### src/rtl/core/rrts_pkg.sv
// Types and constants shared by the round-robin thread scheduler files.
`default_nettype none

package rrts_pkg;

  localparam int unsigned OP_W     = 3;
  localparam int unsigned ID_W     = 16;
  localparam int unsigned TIME_W   = 32;
  localparam int unsigned STATUS_W = 3;
  localparam int unsigned RSLOT_W  = 2;

  localparam logic [TIME_W-1:0] QUANTUM_RESET = 32'd200;
  localparam logic [ID_W-1:0]   FIRST_ID      = 16'd1;

  typedef enum logic [OP_W-1:0] {
    OP_CREATE  = 3'd0,
    OP_YIELD   = 3'd1,
    OP_EXIT    = 3'd2,
    OP_SUSPEND = 3'd3,
    OP_RESUME  = 3'd4,
    OP_KILL    = 3'd5
  } op_t;

  typedef enum logic [STATUS_W-1:0] {
    STAT_OK          = 3'd0,
    STAT_NOT_RUNNING = 3'd1,
    STAT_NO_READY    = 3'd2,
    STAT_NOT_FOUND   = 3'd3,
    STAT_TABLE_FULL  = 3'd4,
    STAT_ALL_DONE    = 3'd5
  } status_t;

  typedef enum logic [2:0] {
    SL_FREE  = 3'd0,
    SL_RUN   = 3'd1,
    SL_READY = 3'd2,
    SL_SUSP  = 3'd3
  } slot_state_t;

  // What the slot scan is looking for.
  typedef enum logic [1:0] {
    SCAN_FREE,
    SCAN_READY,
    SCAN_ID
  } scan_mode_t;

  typedef enum logic [2:0] {
    S_IDLE,
    S_CUR,
    S_SCAN,
    S_UPD,
    S_FIN
  } fsm_t;

endpackage

`default_nettype wire

### src/rtl/core/rrts_if.sv
// Valid/ready channel interfaces for scheduler requests and responses.
`default_nettype none

interface sched_req_if import rrts_pkg::*; ();
  logic                valid;
  logic                ready;
  logic [OP_W-1:0]     operation;
  logic [ID_W-1:0]     target_id;
  logic [TIME_W-1:0]   now_time;

  modport source (output valid, operation, target_id, now_time, input ready);
  modport sink   (input valid, operation, target_id, now_time, output ready);
endinterface

interface sched_rsp_if import rrts_pkg::*; ();
  logic                valid;
  logic                ready;
  logic [STATUS_W-1:0] status;
  logic [RSLOT_W-1:0]  running_slot;
  logic [ID_W-1:0]     running_id;
  logic [ID_W-1:0]     created_id;
  logic                switched;

  modport source (output valid, status, running_slot, running_id, created_id, switched,
                  input ready);
  modport sink   (input valid, status, running_slot, running_id, created_id, switched,
                  output ready);
endinterface

`default_nettype wire

### src/rtl/core/round_robin_thread_scheduler.sv
// Steps per request: S_CUR reads the current slot, S_SCAN walks the slot table, S_UPD updates it
// and S_FIN loads the response register; a kill of the running thread adds a second scan and update.
// The sequencer steps through the single slot read port one slot per cycle, and a new request is
// taken only in S_IDLE, once the last one is finished. Response waits in its own register.
// Reset (rst, synchronous): slot 0 running, other slots free, ids and start times zero,
// next id one, time quantum 200, no response pending.
`default_nettype none

module round_robin_thread_scheduler import rrts_pkg::*; #(
  parameter int unsigned SLOTS = 4
) (
  input  wire logic                clk,
  input  wire logic                rst,
  input  wire logic                cfg_we,
  input  wire logic [TIME_W-1:0]   cfg_wdata,
  sched_req_if.sink                req,
  sched_rsp_if.source              rsp
);

  localparam int unsigned IW = (SLOTS > 1) ? $clog2(SLOTS) : 1;
  localparam int unsigned CW = $clog2(SLOTS + 1);

  function automatic logic [IW-1:0] wrap_inc(input logic [IW-1:0] i);
    return (i == IW'(SLOTS - 1)) ? '0 : i + 1'b1;
  endfunction

  fsm_t state, state_next;

  logic [TIME_W-1:0]   time_quantum;
  slot_state_t         slot_state [SLOTS];
  logic [ID_W-1:0]     slot_id    [SLOTS];
  logic [TIME_W-1:0]   slot_start [SLOTS];
  logic [IW-1:0]       current;
  logic [ID_W-1:0]     next_id;

  logic [OP_W-1:0]     op_q;
  logic [ID_W-1:0]     tid_q;
  logic [TIME_W-1:0]   now_q;
  logic [IW-1:0]       before_q;
  status_t             status_q;
  logic [ID_W-1:0]     created_q;
  scan_mode_t          mode;
  logic [IW-1:0]       scan_idx;
  logic [CW-1:0]       left;
  logic                found;
  logic [IW-1:0]       hit_idx;
  slot_state_t         hit_state;

  logic                out_valid;
  status_t             out_status;
  logic [RSLOT_W-1:0]  out_slot;
  logic [ID_W-1:0]     out_run_id;
  logic [ID_W-1:0]     out_created;
  logic                out_switched;

  // single read port into the slot table
  logic [IW-1:0]       rd_idx;
  slot_state_t         rd_state;
  logic [ID_W-1:0]     rd_id;
  logic [TIME_W-1:0]   rd_start;
  logic [TIME_W-1:0]   elapsed;
  logic                cur_run, expired;
  logic                scan_hit, scan_last;
  logic                cur_scan;
  scan_mode_t          cur_mode;
  status_t             cur_status;
  logic                kill_restart;
  logic                out_load;

  assign rd_idx   = (state == S_SCAN) ? scan_idx : current;
  assign rd_state = slot_state[rd_idx];
  assign rd_id    = slot_id[rd_idx];
  assign rd_start = slot_start[rd_idx];
  assign elapsed  = now_q - rd_start;
  assign cur_run  = (rd_state == SL_RUN);
  assign expired  = (elapsed >= time_quantum);
  assign scan_last = (left == CW'(1));
  assign kill_restart = (op_q == OP_KILL) && found && (hit_state == SL_RUN);
  assign out_load = !out_valid || rsp.ready;

  always_comb begin
    unique case (mode)
      SCAN_FREE:  scan_hit = (rd_state == SL_FREE);
      SCAN_READY: scan_hit = (rd_state == SL_READY);
      SCAN_ID:    scan_hit = (rd_id == tid_q) && (op_q != OP_RESUME || rd_state == SL_SUSP);
      default:    scan_hit = 1'b0;
    endcase
  end

  // decision taken once the current slot has been read
  always_comb begin
    cur_scan   = 1'b0;
    cur_mode   = SCAN_READY;
    cur_status = STAT_OK;
    unique case (op_q)
      OP_CREATE: begin
        cur_scan = 1'b1;
        cur_mode = SCAN_FREE;
      end
      OP_YIELD: begin
        if (!cur_run) begin
          cur_status = STAT_NOT_RUNNING;
        end else if (expired) begin
          cur_scan = 1'b1;
        end
      end
      OP_EXIT: cur_scan = 1'b1;
      OP_SUSPEND: begin
        if (!cur_run) begin
          cur_status = STAT_NOT_RUNNING;
        end else begin
          cur_scan = 1'b1;
        end
      end
      OP_RESUME, OP_KILL: begin
        cur_scan = 1'b1;
        cur_mode = SCAN_ID;
      end
      default: ;
    endcase
  end

  always_ff @(posedge clk) begin
    if (rst) begin
      state <= S_IDLE;
    end else begin
      state <= state_next;
    end
  end

  always_comb begin
    state_next = state;
    req.ready  = 1'b0;
    unique case (state)
      S_IDLE: begin
        req.ready = !rst;
        if (req.valid) state_next = S_CUR;
      end
      S_CUR:  state_next = cur_scan ? S_SCAN : S_FIN;
      S_SCAN: if (scan_hit || scan_last) state_next = S_UPD;
      S_UPD:  state_next = kill_restart ? S_SCAN : S_FIN;
      S_FIN:  if (out_load) state_next = S_IDLE;
      default: state_next = S_IDLE;
    endcase
  end

  always_ff @(posedge clk) begin
    if (rst) begin
      time_quantum <= QUANTUM_RESET;
      for (int i = 0; i < SLOTS; i++) begin
        slot_state[i] <= (i == 0) ? SL_RUN : SL_FREE;
        slot_id[i]    <= '0;
        slot_start[i] <= '0;
      end
      current   <= '0;
      next_id   <= FIRST_ID;
      out_valid <= 1'b0;
      found     <= 1'b0;
      mode      <= SCAN_READY;
      scan_idx  <= '0;
      left      <= '0;
    end else begin
      if (cfg_we) time_quantum <= cfg_wdata;
      // a new beat loaded in S_FIN takes the place of the one leaving
      if (rsp.ready && state != S_FIN) out_valid <= 1'b0;

      unique case (state)
        S_IDLE: begin
          if (req.valid) begin
            op_q      <= req.operation;
            tid_q     <= req.target_id;
            now_q     <= req.now_time;
            before_q  <= current;
            created_q <= '0;
            found     <= 1'b0;
          end
        end
        S_CUR: begin
          if (cur_scan) begin
            mode <= cur_mode;
            unique case (cur_mode)
              SCAN_FREE: begin
                scan_idx <= IW'(1);
                left     <= CW'(SLOTS - 1);
              end
              SCAN_ID: begin
                scan_idx <= '0;
                left     <= CW'(SLOTS);
              end
              default: begin
                scan_idx <= wrap_inc(current);
                left     <= CW'(SLOTS - 1);
              end
            endcase
          end else begin
            status_q <= cur_status;
          end
        end
        S_SCAN: begin
          if (scan_hit) begin
            found     <= 1'b1;
            hit_idx   <= scan_idx;
            hit_state <= rd_state;
          end else if (!scan_last) begin
            scan_idx <= wrap_inc(scan_idx);
            left     <= left - 1'b1;
          end
        end
        S_UPD: begin
          unique case (op_q)
            OP_CREATE: begin
              if (found) begin
                slot_state[hit_idx] <= SL_READY;
                slot_id[hit_idx]    <= next_id;
                slot_start[hit_idx] <= now_q;
                created_q           <= next_id;
                next_id             <= next_id + 1'b1;
                status_q            <= STAT_OK;
              end else begin
                status_q <= STAT_TABLE_FULL;
              end
            end
            OP_YIELD, OP_SUSPEND: begin
              if (found) begin
                slot_state[current] <= (op_q == OP_YIELD) ? SL_READY : SL_SUSP;
                slot_state[hit_idx] <= SL_RUN;
                slot_start[hit_idx] <= now_q;
                current             <= hit_idx;
                status_q            <= STAT_OK;
              end else begin
                status_q <= STAT_NO_READY;
              end
            end
            OP_EXIT: begin
              // the current slot is freed whether or not a successor exists
              slot_state[current] <= SL_FREE;
              if (found) begin
                slot_state[hit_idx] <= SL_RUN;
                slot_start[hit_idx] <= now_q;
                current             <= hit_idx;
                status_q            <= STAT_OK;
              end else begin
                status_q <= STAT_ALL_DONE;
              end
            end
            OP_RESUME: begin
              if (found) begin
                slot_state[hit_idx] <= SL_READY;
                status_q            <= STAT_OK;
              end else begin
                status_q <= STAT_NOT_FOUND;
              end
            end
            OP_KILL: begin
              if (!found || hit_state == SL_FREE) begin
                status_q <= STAT_NOT_FOUND;
              end else if (hit_state == SL_RUN) begin
                // killing the running thread is an exit: rescan for a successor
                op_q     <= OP_EXIT;
                found    <= 1'b0;
                mode     <= SCAN_READY;
                scan_idx <= wrap_inc(current);
                left     <= CW'(SLOTS - 1);
              end else begin
                slot_state[hit_idx] <= SL_FREE;
                status_q            <= STAT_OK;
              end
            end
            default: status_q <= STAT_OK;
          endcase
        end
        S_FIN: begin
          if (out_load) begin
            out_valid    <= 1'b1;
            out_status   <= status_q;
            out_slot     <= RSLOT_W'(current);
            out_run_id   <= rd_id;
            out_created  <= created_q;
            out_switched <= (current != before_q);
          end
        end
        default: ;
      endcase
    end
  end

  assign rsp.valid        = out_valid;
  assign rsp.status       = out_status;
  assign rsp.running_slot = out_slot;
  assign rsp.running_id   = out_run_id;
  assign rsp.created_id   = out_created;
  assign rsp.switched     = out_switched;

endmodule

`default_nettype wire

### src/flat_wrapper.sv
// flat-port wrapper written by rule: the top's interface ports become plain ports
module round_robin_thread_scheduler_flat import rrts_pkg::*;
#(
  parameter int unsigned SLOTS = 4
)
  (clk, rst, cfg_we, cfg_wdata, req_valid, req_operation, req_target_id, req_now_time, req_ready, rsp_valid, rsp_status, rsp_running_slot, rsp_running_id, rsp_created_id, rsp_switched, rsp_ready);
  sched_req_if req_i ();
  sched_rsp_if rsp_i ();
  input  wire logic clk;
  input  wire logic rst;
  input  wire logic cfg_we;
  input  wire logic [TIME_W-1:0] cfg_wdata;
  input wire logic [$bits(req_i.valid)-1:0] req_valid;
  input wire logic [$bits(req_i.operation)-1:0] req_operation;
  input wire logic [$bits(req_i.target_id)-1:0] req_target_id;
  input wire logic [$bits(req_i.now_time)-1:0] req_now_time;
  output wire logic [$bits(req_i.ready)-1:0] req_ready;
  output wire logic [$bits(rsp_i.valid)-1:0] rsp_valid;
  output wire logic [$bits(rsp_i.status)-1:0] rsp_status;
  output wire logic [$bits(rsp_i.running_slot)-1:0] rsp_running_slot;
  output wire logic [$bits(rsp_i.running_id)-1:0] rsp_running_id;
  output wire logic [$bits(rsp_i.created_id)-1:0] rsp_created_id;
  output wire logic [$bits(rsp_i.switched)-1:0] rsp_switched;
  input wire logic [$bits(rsp_i.ready)-1:0] rsp_ready;
  assign req_i.valid = req_valid;
  assign req_i.operation = req_operation;
  assign req_i.target_id = req_target_id;
  assign req_i.now_time = req_now_time;
  assign req_ready = req_i.ready;
  assign rsp_valid = rsp_i.valid;
  assign rsp_status = rsp_i.status;
  assign rsp_running_slot = rsp_i.running_slot;
  assign rsp_running_id = rsp_i.running_id;
  assign rsp_created_id = rsp_i.created_id;
  assign rsp_switched = rsp_i.switched;
  assign rsp_i.ready = rsp_ready;
  round_robin_thread_scheduler #(.SLOTS(SLOTS)) u_core (.clk(clk), .rst(rst), .cfg_we(cfg_we), .cfg_wdata(cfg_wdata), .req(req_i), .rsp(rsp_i));
endmodule
### config.mk
export PLATFORM = sky130hd
export DESIGN_NAME = round_robin_thread_scheduler_flat
export DESIGN_NICKNAME = d
export VERILOG_FILES = /design/src/rtl/core/rrts_pkg.sv /design/src/rtl/core/rrts_if.sv /design/src/rtl/core/round_robin_thread_scheduler.sv /design/src/flat_wrapper.sv
export SDC_FILE = /design/constraint.sdc
export NUM_CORES = 1
export LEC_CHECK = 0
export BUFFER_PORTS_ARGS = -buffer_cell sky130_fd_sc_hd__buf_2
export CAP_MARGIN = 20
export CORE_ASPECT_RATIO = 1.5
export CORE_UTILIZATION = 62
export CTS_BUF_LIST = sky130_fd_sc_hd__clkbuf_4 sky130_fd_sc_hd__clkbuf_8
export CTS_CLUSTER_SIZE = 25
export DETAILED_ROUTE_END_ITERATION = 7
export PLACE_DENSITY = 0.92
export SETUP_SLACK_MARGIN = 0.2
export SLEW_MARGIN = 30
export SYNTH_ARGS = -nofsm -noshare
export SYNTH_HDL_FRONTEND = slang
export SYNTH_SLANG_ARGS = --single-unit
### constraint.sdc
create_clock -name clk -period 9.4 [get_ports clk]
set_input_delay 0.47 -clock clk [delete_from_list [all_inputs] [get_ports clk]]
set_output_delay 0.47 -clock clk [all_outputs]
set_load 0.02 [all_outputs]
Yosys cells after proc, flatten, opt, wreduce, memory -nomap -nowiden
Memories as Yosys holds them, arrays and structs flattened.
Cells that the tools add are included.
{"block": "totals", "reg_bits": 177, "mem_bits_ro": 0, "n_memories": 3, "latch_bits": 0, "output_inout_bits": 40, "ram_bits": 200}
{"name": "u_core.slot_start", "depth": 4, "word_bits": 32, "read_ports": 1, "rd_ports_with_merged_regs": 0, "wr": 4, "line": "round_robin_thread_scheduler.sv:32", "rtl": "logic [TIME_W-1:0] slot_start [SLOTS];"}
{"name": "u_core.slot_id", "depth": 4, "word_bits": 16, "read_ports": 1, "rd_ports_with_merged_regs": 0, "wr": 4, "line": "round_robin_thread_scheduler.sv:31", "rtl": "logic [ID_W-1:0] slot_id [SLOTS];"}
{"name": "u_core.slot_state", "depth": 4, "word_bits": 2, "read_ports": 1, "rd_ports_with_merged_regs": 0, "wr": 4, "line": "round_robin_thread_scheduler.sv:30", "rtl": "slot_state_t slot_state [SLOTS];"}
{"block": "classes", "n_div": 0, "shifts": 0, "bitwise": 14, "n_reduce_logical": 41, "eq_ne": 39, "muxes": 115, "multipliers": 0, "order_cmp": 1, "addsub": 5}
{"operator": "32-bit 2-to-1 mux", "n": 3}
{"operator": "3-bit 2-to-1 mux", "n": 22}
{"operator": "16-bit 2-to-1 mux", "n": 4}
{"operator": "2-bit 2-to-1 mux", "n": 26}
{"operator": "1-bit 2-to-1 mux", "n": 47}
{"operator": "32-bit greater-or-equal comparator", "n": 1}
{"operator": "16-bit one-hot mux with 2 select lines", "n": 1}
{"operator": "32-bit OR reduction", "n": 1}
{"operator": "32-bit subtractor", "n": 1}
{"operator": "3-bit one-hot mux with 5 select lines", "n": 2}
{"operator": "3-bit by 2-bit == test with 1-bit output (second input constant)", "n": 6}
{"operator": "3-bit AND reduction", "n": 6}
{"operator": "16-bit by 1-bit adder with 16-bit output (second input constant)", "n": 1}
{"operator": "16-bit == test", "n": 1}
{"operator": "16-bit OR reduction", "n": 1}
{"operator": "3-bit by 1-bit == test with 1-bit output (second input constant)", "n": 5}
{"operator": "2-bit inequality test (second input constant)", "n": 7}
{"operator": "3-bit zero test", "n": 4}
{"operator": "2-bit by 1-bit inequality test with 1-bit output (second input constant)", "n": 6}
{"operator": "2-bit one-hot mux with 2 select lines", "n": 3}
{"operator": "3-bit one-hot mux with 2 select lines", "n": 2}
{"operator": "6-bit AND reduction", "n": 2}
{"operator": "5-bit AND reduction", "n": 2}
{"operator": "3-bit == test (second input constant)", "n": 3}
{"operator": "other kinds (25)", "n": 58}

Logic depth before layout (Yosys ltp)
Gate-level depths: netlist (run 1).
{"block": "logic_depth", "word_depth": 12, "mapped_depth": 29, "ltp_nobuf": 25}

Worst setup path after synthesis (run 1)
No wires, ideal clock.
{"block": "synth_path", "kind": "reg2reg", "startpoint": "register u_core.state[2]", "endpoint": "register u_core.scan_idx[1]", "path_stages_with_launch": 28, "t_required_ns": 9.321, "arrival_ns": 7.026, "setup_slack_ns": 2.294, "setup_ns": 0.079, "path_buffers": 3, "cell_sequence": "dfxtp_1 > nor3b_4 > mux2i_1 > buf_2 > buf_2 > buf_1 > mux4_2 > inv_1 > ha_1 > nor2b_1 > o2111ai_1 > a21boi_0 > a221oi_1 > o21bai_1 > a221oi_1 > a31oi_1 > mux2i_1 > a221oi_1 > ha_1 > a21oi_1 > nor2_1 > a2111oi_0 > nand4_1 > o311ai_1 > nor2b_1 > o31ai_4 > o21a_1 > a211oi_2"}
{"block": "synth_between", "elab_chain_len": 10, "elab_cells_between_ends": 30}
{"element": "start: declaration", "line": "round_robin_thread_scheduler.sv:27", "rtl": "fsm_t state, state_next;"}
{"element": "start signal: assignment", "line": "round_robin_thread_scheduler.sv:127", "rtl": "state <= state_next;"}
{"element": "3-bit by 2-bit == test with 1-bit output", "line": "round_robin_thread_scheduler.sv:70, round_robin_thread_scheduler.sv:167"}
{"element": "2-bit 2-to-1 mux", "line": "round_robin_thread_scheduler.sv:70", "rtl": "assign rd_idx = (state == S_SCAN) ? scan_idx : current;"}
{"element": "memory read 4 x 32 bit"}
{"element": "32-bit subtractor", "line": "round_robin_thread_scheduler.sv:74", "rtl": "assign elapsed = now_q - rd_start;"}
{"element": "32-bit greater-or-equal comparator", "line": "round_robin_thread_scheduler.sv:76", "rtl": "assign expired = (elapsed >= time_quantum);"}
{"element": "1-bit 2-to-1 mux", "line": "round_robin_thread_scheduler.sv:103", "rtl": "end else if (expired) begin"}
{"element": "1-bit 2-to-1 mux", "line": "round_robin_thread_scheduler.sv:101", "rtl": "if (!cur_run) begin"}
{"element": "1-bit one-hot mux with 3 select lines", "line": "round_robin_thread_scheduler.sv:95", "rtl": "unique case (op_q)"}
{"element": "2-bit by 1-bit inequality test with 1-bit output (no line)"}
{"element": "7-bit AND reduction (no line)"}
{"element": "end signal: assignment", "line": "round_robin_thread_scheduler.sv:191", "rtl": "scan_idx <= wrap_inc(current);"}
{"element": "end signal: assignment", "line": "round_robin_thread_scheduler.sv:205", "rtl": "scan_idx <= wrap_inc(scan_idx);"}
{"element": "end signal: assignment", "line": "round_robin_thread_scheduler.sv:262", "rtl": "scan_idx <= wrap_inc(current);"}
{"element": "end: declaration", "line": "round_robin_thread_scheduler.sv:43", "rtl": "logic [IW-1:0] scan_idx;"}
Several ways; a longest one is shown, not always the timed one.
A chain may end at the register's enable or synchronous reset.

Worst setup path in the final report (run 1)
{"block": "layout_path", "startpoint": "register u_core.state[0]", "endpoint": "register u_core.scan_idx[1]"}
Same word-level chain as after synthesis.

==> reports/results.txt, run 1 <==
CORE AREA - 29,480 um^2
critical path class - reg2reg
Final WS setup - 1118 ps
Slew headroom - 0.3087
Setup crit start kind - register
Die ar. - 30,670 um^2
Hold Vio Cnt, Final - 0
PD cells - 194.1 nW/um^2
syn_area_per_cell - 12.34 um^2
CP delay by family, top - compound AO/OA/AOI/OAI gates
critical path's largest stage delay - 840 ps
global-route usage over all layers - 0.3044
maximum VDD drop - 0.0001533 V
share of cells above drive strength 1 - 0.1918
Mapped Area - 18,570 um^2
area grow syn2layout - 12.09%
min-delay worst type - in2reg
Via density - 6.199
CTS HTree Levels - 2
Gate Count Post-Synth - 1,505
CP Max Fanout - 30
final worst path period share - 0.8811
first-pass GRT wire length - 70.32 mm
IO Port Bufs - 127
FMAX - 120.7 MHz
WP data required - 9940 ps
Die X - 143.3 um
Fill cells - 1,978
Mapped Nets - 1,665
CTS tree - yes
Final min period - 8282 ps
Synth Register Bits - 376
vias in the first global route - 13,620
drt first pass iters - 6
largest net degree at the start of global routing - 50
initial antenna violation count - 0
clock sink count - 376
Yosys cell types - 80
Initial DRC Count - 1,032
Worst-Skew Late Latency - 630 ps
via count - 12,890
CTS clk-pin slew, worst paths - 70 ps
CTS Buf Count - 54
RePlAce Congestion - 0.9678
# Post-CTS Setup Buffers - 0
most numerous cell in the Yosys netlist - edfxtp_1
grt ovf - 0
busiest grt layer - met2
Worst-Margin Slew - 1011 ps
Top Ports - 128
DR WL/cell - 21.82 um
Synth top cells by count - 314 x edfxtp_1, 148 x and2_1, 110 x nor2_1
Synth async-reset ratio - 0
sequential area share after synthesis - 0.5745
# hold bufs at CTS - 0
Yosys top cell by area - edfxtp_1
initial core utilization - 0.6300
CP Capture Type - register
EDFF count, synth - 314
Cell Rows - 77
Ys Warns - 0
final setup vio count - 0
Final TNS setup - 0 ps
Die Y - 214.0 um
CTS max path bufs - 3
Post-DP HPWL - 30.68 mm
Placement Setup Slack - 1418 ps
top cell type's share of synthesized area - 0.5077
Slew Limit Fails - 0
clock skew - 35.07 ps
final WL - 45.36 mm
outcome - finished clean
crit path buf inv count - 2
top cells by area, synth - edfxtp_1 51%, dfxtp_1 6.7%, and2_1 5.0%, ha_1 4.8%, mux4_2 4.0%
CTS resizes - 0
CP max-delay cell - dfxtp_1
n_diodes - 0
RSZ-0062 raised after global routing - false
met3 Use GR - 0.04408
max_cap viols - 0
drt drc - 0
root buf cell - clkbuf_8
R2R Setup Slk - 1120 ps
ys flop type - edfxtp_1
leak pwr - 8.126 nW
Final Net Count - 1,798
post-route antenna net violation count - 0
met1 GRT Util - 0.3178
grt met2 use - 0.5429
Arr. time, crit path - 8820 ps
[sequential cells by signal, summed over array words and instances (netlist names), 8 cells and up]
| register | flops |
|---|---|
| u_core.time_quantum | 32 |
| u_core.tid_q | 16 |
| u_core.rsp.created_id | 16 |
| u_core.slot_id | 64 |
| u_core.next_id | 16 |
| u_core.slot_state | 8 |
| u_core.slot_start | 128 |
| u_core.created_q | 16 |
| u_core.now_q | 32 |
| u_core.rsp.running_id | 16 |
[stage by stage]
stage	area, um^2	util	std cells	total power, mW	hold slack (ps)
after floorplan	18570	-	1505	2.460	400.3
after global placement	19630	0.6657	1977	2.620	404.8
after detailed placement	19640	0.6662	1977	2.657	404.5
after CTS	20810	0.7059	2079	4.040	0.8871
after global routing	20820	0.7062	2079	4.185	10.52
final	20820	0.7062	2079	4.041	14.38
[metal layers]
layer,vias up,part of all wire
met5,-,0
met3,212,0.065
li1,5795,-
met4,0,0.076
met1,6220,0.33
met2,660,0.53
[area by class of cell]
| class | instances | area [um^2] | share of cell area |
|---|---|---|---|
| clock buffers | 77 | 940.9 | 0.04520 |
| clock inverters | 25 | 229.0 | 0.01100 |
| inverters | 93 | 349.1 | 0.01677 |
| multi-input cells | 964 | 7332 | 0.3522 |
| flip-flops and latches | 376 | 10670 | 0.5125 |
| well taps | 395 | 494.2 | 0.02374 |
| repair buffers | 149 | 803.3 | 0.03858 |
[cells in the final DEF (no fill, tap or decap), types with 17 or more instances in the layout]
| cell | n |
|---|---|
| a2111oi_0 | 17 |
| a211oi_1 | 21 |
| a21oi_1 | 44 |
| and2_1 | 147 |
| and3_1 | 43 |
| buf_2 | 126 |
| buf_4 | 23 |
| clkbuf_4 | 19 |
| clkbuf_8 | 58 |
| dfxtp_1 | 62 |
| edfxtp_1 | 314 |
| ha_1 | 71 |
| inv_1 | 92 |
| mux2i_1 | 69 |
| mux4_2 | 33 |
| nand2_1 | 70 |
| nand3_1 | 21 |
| nor2_1 | 104 |
| nor2b_1 | 38 |
| nor3_1 | 19 |
| o21ai_0 | 33 |
| xnor2_1 | 27 |
| xor2_1 | 21 |
[worst register-to-register path: cells and delay by family (launching register included)]
kind,cells,cell delay [ps]
DFF,1,840
muxes,2,1320
and+or+nand+nor,6,1330
AOI/OAI and AO/OA,12,3510
adders and majority gates,2,580
xor gates and xnor gates,1,160
buffers and inverters,2,470
[power breakdown]
part	switching (mW)	internal [mW]	leakage [nW]
Clock	0.636	0.760	0.627
Combinational	0.401	0.269	3.87
Sequential	0.0732	1.90	3.62
Total	1.11	2.93	8.13
[cells by family (layout without fill, tap and decap cells)]
group | after synthesis | count (layout) | synth area share
fa+ha+maj | 72 | 72 | 0.04891
compound gates | 235 | 235 | 0.09169
buf+inv | 165 | 344 | 0.03543
simple gates | 498 | 498 | 0.1436
flops | 376 | 376 | 0.5745
mux | 111 | 111 | 0.08320
xor+xnor | 48 | 48 | 0.02264
[worst paths after layout]
kind | start | to | depth (start not counted)
setup / recovery | u_core.state[0] | u_core.scan_idx[1] | 25
hold / removal | req_now_time[7] | u_core.now_q[7] | 1
setup reg to reg | u_core.state[0] | u_core.scan_idx[1] | 25
hold reg to reg | u_core.created_q[11] | u_core.rsp.created_id[11] | 0
Note: power is estimated with default switching activity, not from simulation.
==> inputs of run 2 (changes only) <==
ABC_AREA = 1   (was unset)
GPL_TIMING_DRIVEN = 0   (was unset)
PLACE_DENSITY = 0.93   (was 0.92)
==> run 2 against run 1 <==
Effect of this change: clock-buffer cell count fell by 2; via count grew 18%; combinational power grew to 3.7 times the previous value; non-clock buffer count grew 78; die area decreased by 2.0%; clock power shrank 4%; critical path depth grew 7; wire length increased by 15%; synthesized area down 2.0%; first-iteration DRC count increased by 41%; hold slack got worse by 9.1 ps; cell count up 21%; largest power group is now combinational logic.
==> reports/results.txt, run 2 <==
most frequent cells in the layout - 358 x nand2_1, 314 x edfxtp_1, 297 x nor2_1
Final TNS setup - 0 ps (unchanged)
Initial DRC Count - 1,453 (+41%)
Worst setup endpoint - u_core.status_q[1]
register area - 10,670 um^2 (unchanged)
global-route usage over all layers - 0.3508 (+0.04636)
drt first pass iters - 6 (unchanged)
EDFF count, synth - 314 (unchanged)
busiest grt layer - met2
PD cells - 281.5 nW/um^2 (+45%)
most numerous cell in the Yosys netlist - nand2_1
number of flip-flops in the largest register - 128 (unchanged)
Top Ports - 128 (unchanged)
syn_area_per_cell - 9.665 um^2 (-22%)
Slew Limit Fails - 0 (unchanged)
Slew headroom - 0.4058 (+0.09706)
Logic pwr share - 0.421 (+0.255)
Synth async-reset ratio - 0 (unchanged)
grt ovf - 0 (unchanged)
min-delay worst type - in2reg
CTS tree - yes
hold path cells - 1 (unchanged)
biggest regs - u_core.slot_start (128), u_core.slot_id (64)
Synth top cells by count - 361 x nand2_1, 314 x edfxtp_1, 297 x nor2_1
RePlAce Congestion - 1.013 (+4.7%)
leak pwr - 8.596 nW (+5.8%)
Die ar. - 30,060 um^2 (-2.0%)
area grow syn2layout - 14.16%
CTS Buf Count - 51 (-5.6%)
critical path's largest stage delay - 530 ps (-310 ps)
commonest non-fill, non-tap cell in the layout - nand2_1
largest net degree at the start of global routing - 24 (-52%)
internal power - 3.499 mW (+19%)
Final min period - 7680 ps (-602.4 ps)
clock skew - 24.02 ps (-11.05 ps)
vias in the first global route - 15,520 (+14%)
Die Y - 211.8 um (-1.0%)
Gate Count Post-Synth - 1,883 (+25%)
post-route antenna net violation count - 0 (unchanged)
Worst-Margin Slew - 888.0 ps (-122.7 ps)
critical path class - reg2reg
n_diodes - 0 (unchanged)
Fill cells - 1,911 (-3.4%)
max_cap viols - 0 (unchanged)
CTS max path bufs - 3 (unchanged)
Synth Register Bits - 376 (unchanged)
clock power share - 0.232 (-0.113)
outcome - finished clean
Ys Warns - 0 (unchanged)
clock sink count - 376 (unchanged)
CORE AREA - 28,810 um^2 (-2.3%)
hold slack - 5.276 ps (-9.104 ps)
Yosys top cell by area - edfxtp_1
top cell type's share of synthesized area - 0.5181 (+0.01044)
CTS HTree Levels - 2 (unchanged)
footprint of the multi-input gates - 6431 um^2 (-12%)
first-pass GRT wire length - 78.91 mm (+12%)
FMAX - 130.2 MHz (+7.8%)
CP Capture Type - register
met1 GRT Util - 0.3447 (+0.02695)
critical path startpoint - u_core.current[0]
Via density - 6.011 (-3.0%)
final setup vio count - 0 (unchanged)
initial antenna violation count - 0 (unchanged)
initial core utilization - 0.6316 (+0.001625)
Final Net Count - 2,251 (+25%)
top cells by area, synth - edfxtp_1 52%, nand2_1 7.4%, dfxtp_1 6.8%, nor2_1 6.1%, ha_1 4.9%
worst r2r path cells - 32 (+28%)
Yosys cell types - 51 (-36%)
grt met2 use - 0.6431 (+0.1002)
DR WL/cell - 20.61 um (-5.5%)
Setup crit start kind - register
Seq pwr share - 0.347 (-0.142)
post-layout util - 0.7211 (+0.01490)
R2R Setup Slk - 1720 ps (+600 ps)
maximum VDD drop - 0.0002104 V (+37%)
final WL - 52.02 mm (+15%)
Cell Rows - 76 (-1.3%)
Mapped Area - 18,200 um^2 (-2.0%)
Die X - 141.9 um (-1.0%)
capture point of the worst reg-to-reg path - u_core.status_q[1]
root buf cell - clkbuf_8
WP data required - 9670 ps (-270 ps)
Worst-Skew Late Latency - 650 ps (+20 ps)
Largest Register - u_core.slot_start
Mapped Nets - 2,043 (+23%)
CTS clk-pin slew, worst paths - 70 ps (about the same)
Sw Share - 0.4018 (+0.1271)
IO Port Bufs - 127 (unchanged)
RSZ-0062 raised after global routing - false
CP max-delay cell - clkbuf_1
sequential area share after synthesis - 0.5863 (+0.01181)
met3 Use GR - 0.06311 (+0.01903)
CP Max Fanout - 10 (-67%)
share of cells above drive strength 1 - 0.1382 (-0.05357)
Hold Vio Cnt, Final - 0 (unchanged)
Arr. time, crit path - 7940 ps (-880 ps)
Post-DP HPWL - 36.76 mm (+20%)
final worst path period share - 0.8170 (-0.06408)
via count - 15,170 (+18%)
R2R Path Start - u_core.current[0]
drt drc - 0 (unchanged)
ys flop type - edfxtp_1
sw power - 2.350 mW (+110%)
HP Start - req_now_time[23]
-- run 2: changes by cell type in the layout (fill, tap and decap cells not counted), moves of 33 or more --
cell and change:
and2_1 -147, inv_1 +110, nor2b_1 -38, clkbuf_1 +47, a21oi_1 +96, and3_1 -42
mux2i_1 -69, mux4_2 -33, nand3_1 +68, nand2_1 +288, o21ai_0 +41, nor2_1 +193
-- run 2: cell families after synthesis --
| group | synth area share |
|---|---|
| and+or+nand+nor | 0.1872 |
| xor gates and xnor gates | 0.01636 |
| adders and majority gates | 0.04991 |
| DFF | 0.5863 |
| AOI/OAI and AO/OA | 0.09845 |
| buffers and inverters | 0.06174 |
-- run 2: timing repair --
| action | 4_1_cts | 5_1_grt |
|---|---|---|
| endpoints found under the hold margin | 10 | 1 |
| hold buffers | 10 | 1 |
| setup buffers | 0 | 0 |
| gates resized for setup | 0 | 0 |
-- run 2: power groups by stage --
stage | Combinational, mW | Clock (mW) | Sequential [mW]
floorplan | 1.62 | 0 | 2.06
global placement | 2.22 | 0 | 2.07
detailed placement | 2.36 | 0 | 2.06
CTS | 2.40 | 1.34 | 2.03
global route | 2.68 | 1.41 | 2.04
finish | 2.46 | 1.35 | 2.03
-- run 2: layout make-up --
cell class / count / area share
Tap cell: 390 / 0.02349
Sequential cell: 376 / 0.5136
Buffer: 72 / 0.01650
Clock inverter: 21 / 0.008612
Clock buffer: 75 / 0.04517
Multi-Input combinational cell: 1227 / 0.3095
Inverter: 208 / 0.03758
Timing Repair Buffer: 155 / 0.04553
-- run 2: how the worst min path moves through the flow --
stage	end	slack (ps)
6_report	u_core.now_q[23]	5
5_1_grt	u_core.now_q[30]	1
4_1_cts	u_core.now_q[7]	1
3_5_place_dp	u_core.rsp.created_id[4]	410
3_3_place_gp	u_core.rsp.status[2]	410
2_1_floorplan	u_core.rsp.created_id[0]	400
-- run 2: critical path: cells and delay by family, from the launching register on --
| kind | cells | cell delay (ps) |
|---|---|---|
| compound gates | 12 | 2620 |
| xor+xnor | 1 | 380 |
| fa+ha+maj | 2 | 700 |
| buf+inv | 7 | 1680 |
| flops | 1 | 510 |
| simple gates | 10 | 1420 |
-- run 2: stage by stage --
step / std cells / cell area, um^2 / setup slack, ps / power [mW]
finish: 2524 / 20780 / 1720 / 5.849
global route: 2524 / 20780 / 1453 / 6.128
CTS: 2523 / 20770 / 2015 / 5.769
detailed placement: 2417 / 19550 / 2093 / 4.425
global placement: 2400 / 19320 / 1846 / 4.287
floorplan: 1883 / 18200 / 4021 / 3.680
-- run 2: metal layers --
metal	vias up	part of all wire
met1	7045	0.31
met2	1015	0.52
li1	6822	-
met3	290	0.081
met5	-	0
met4	0	0.082
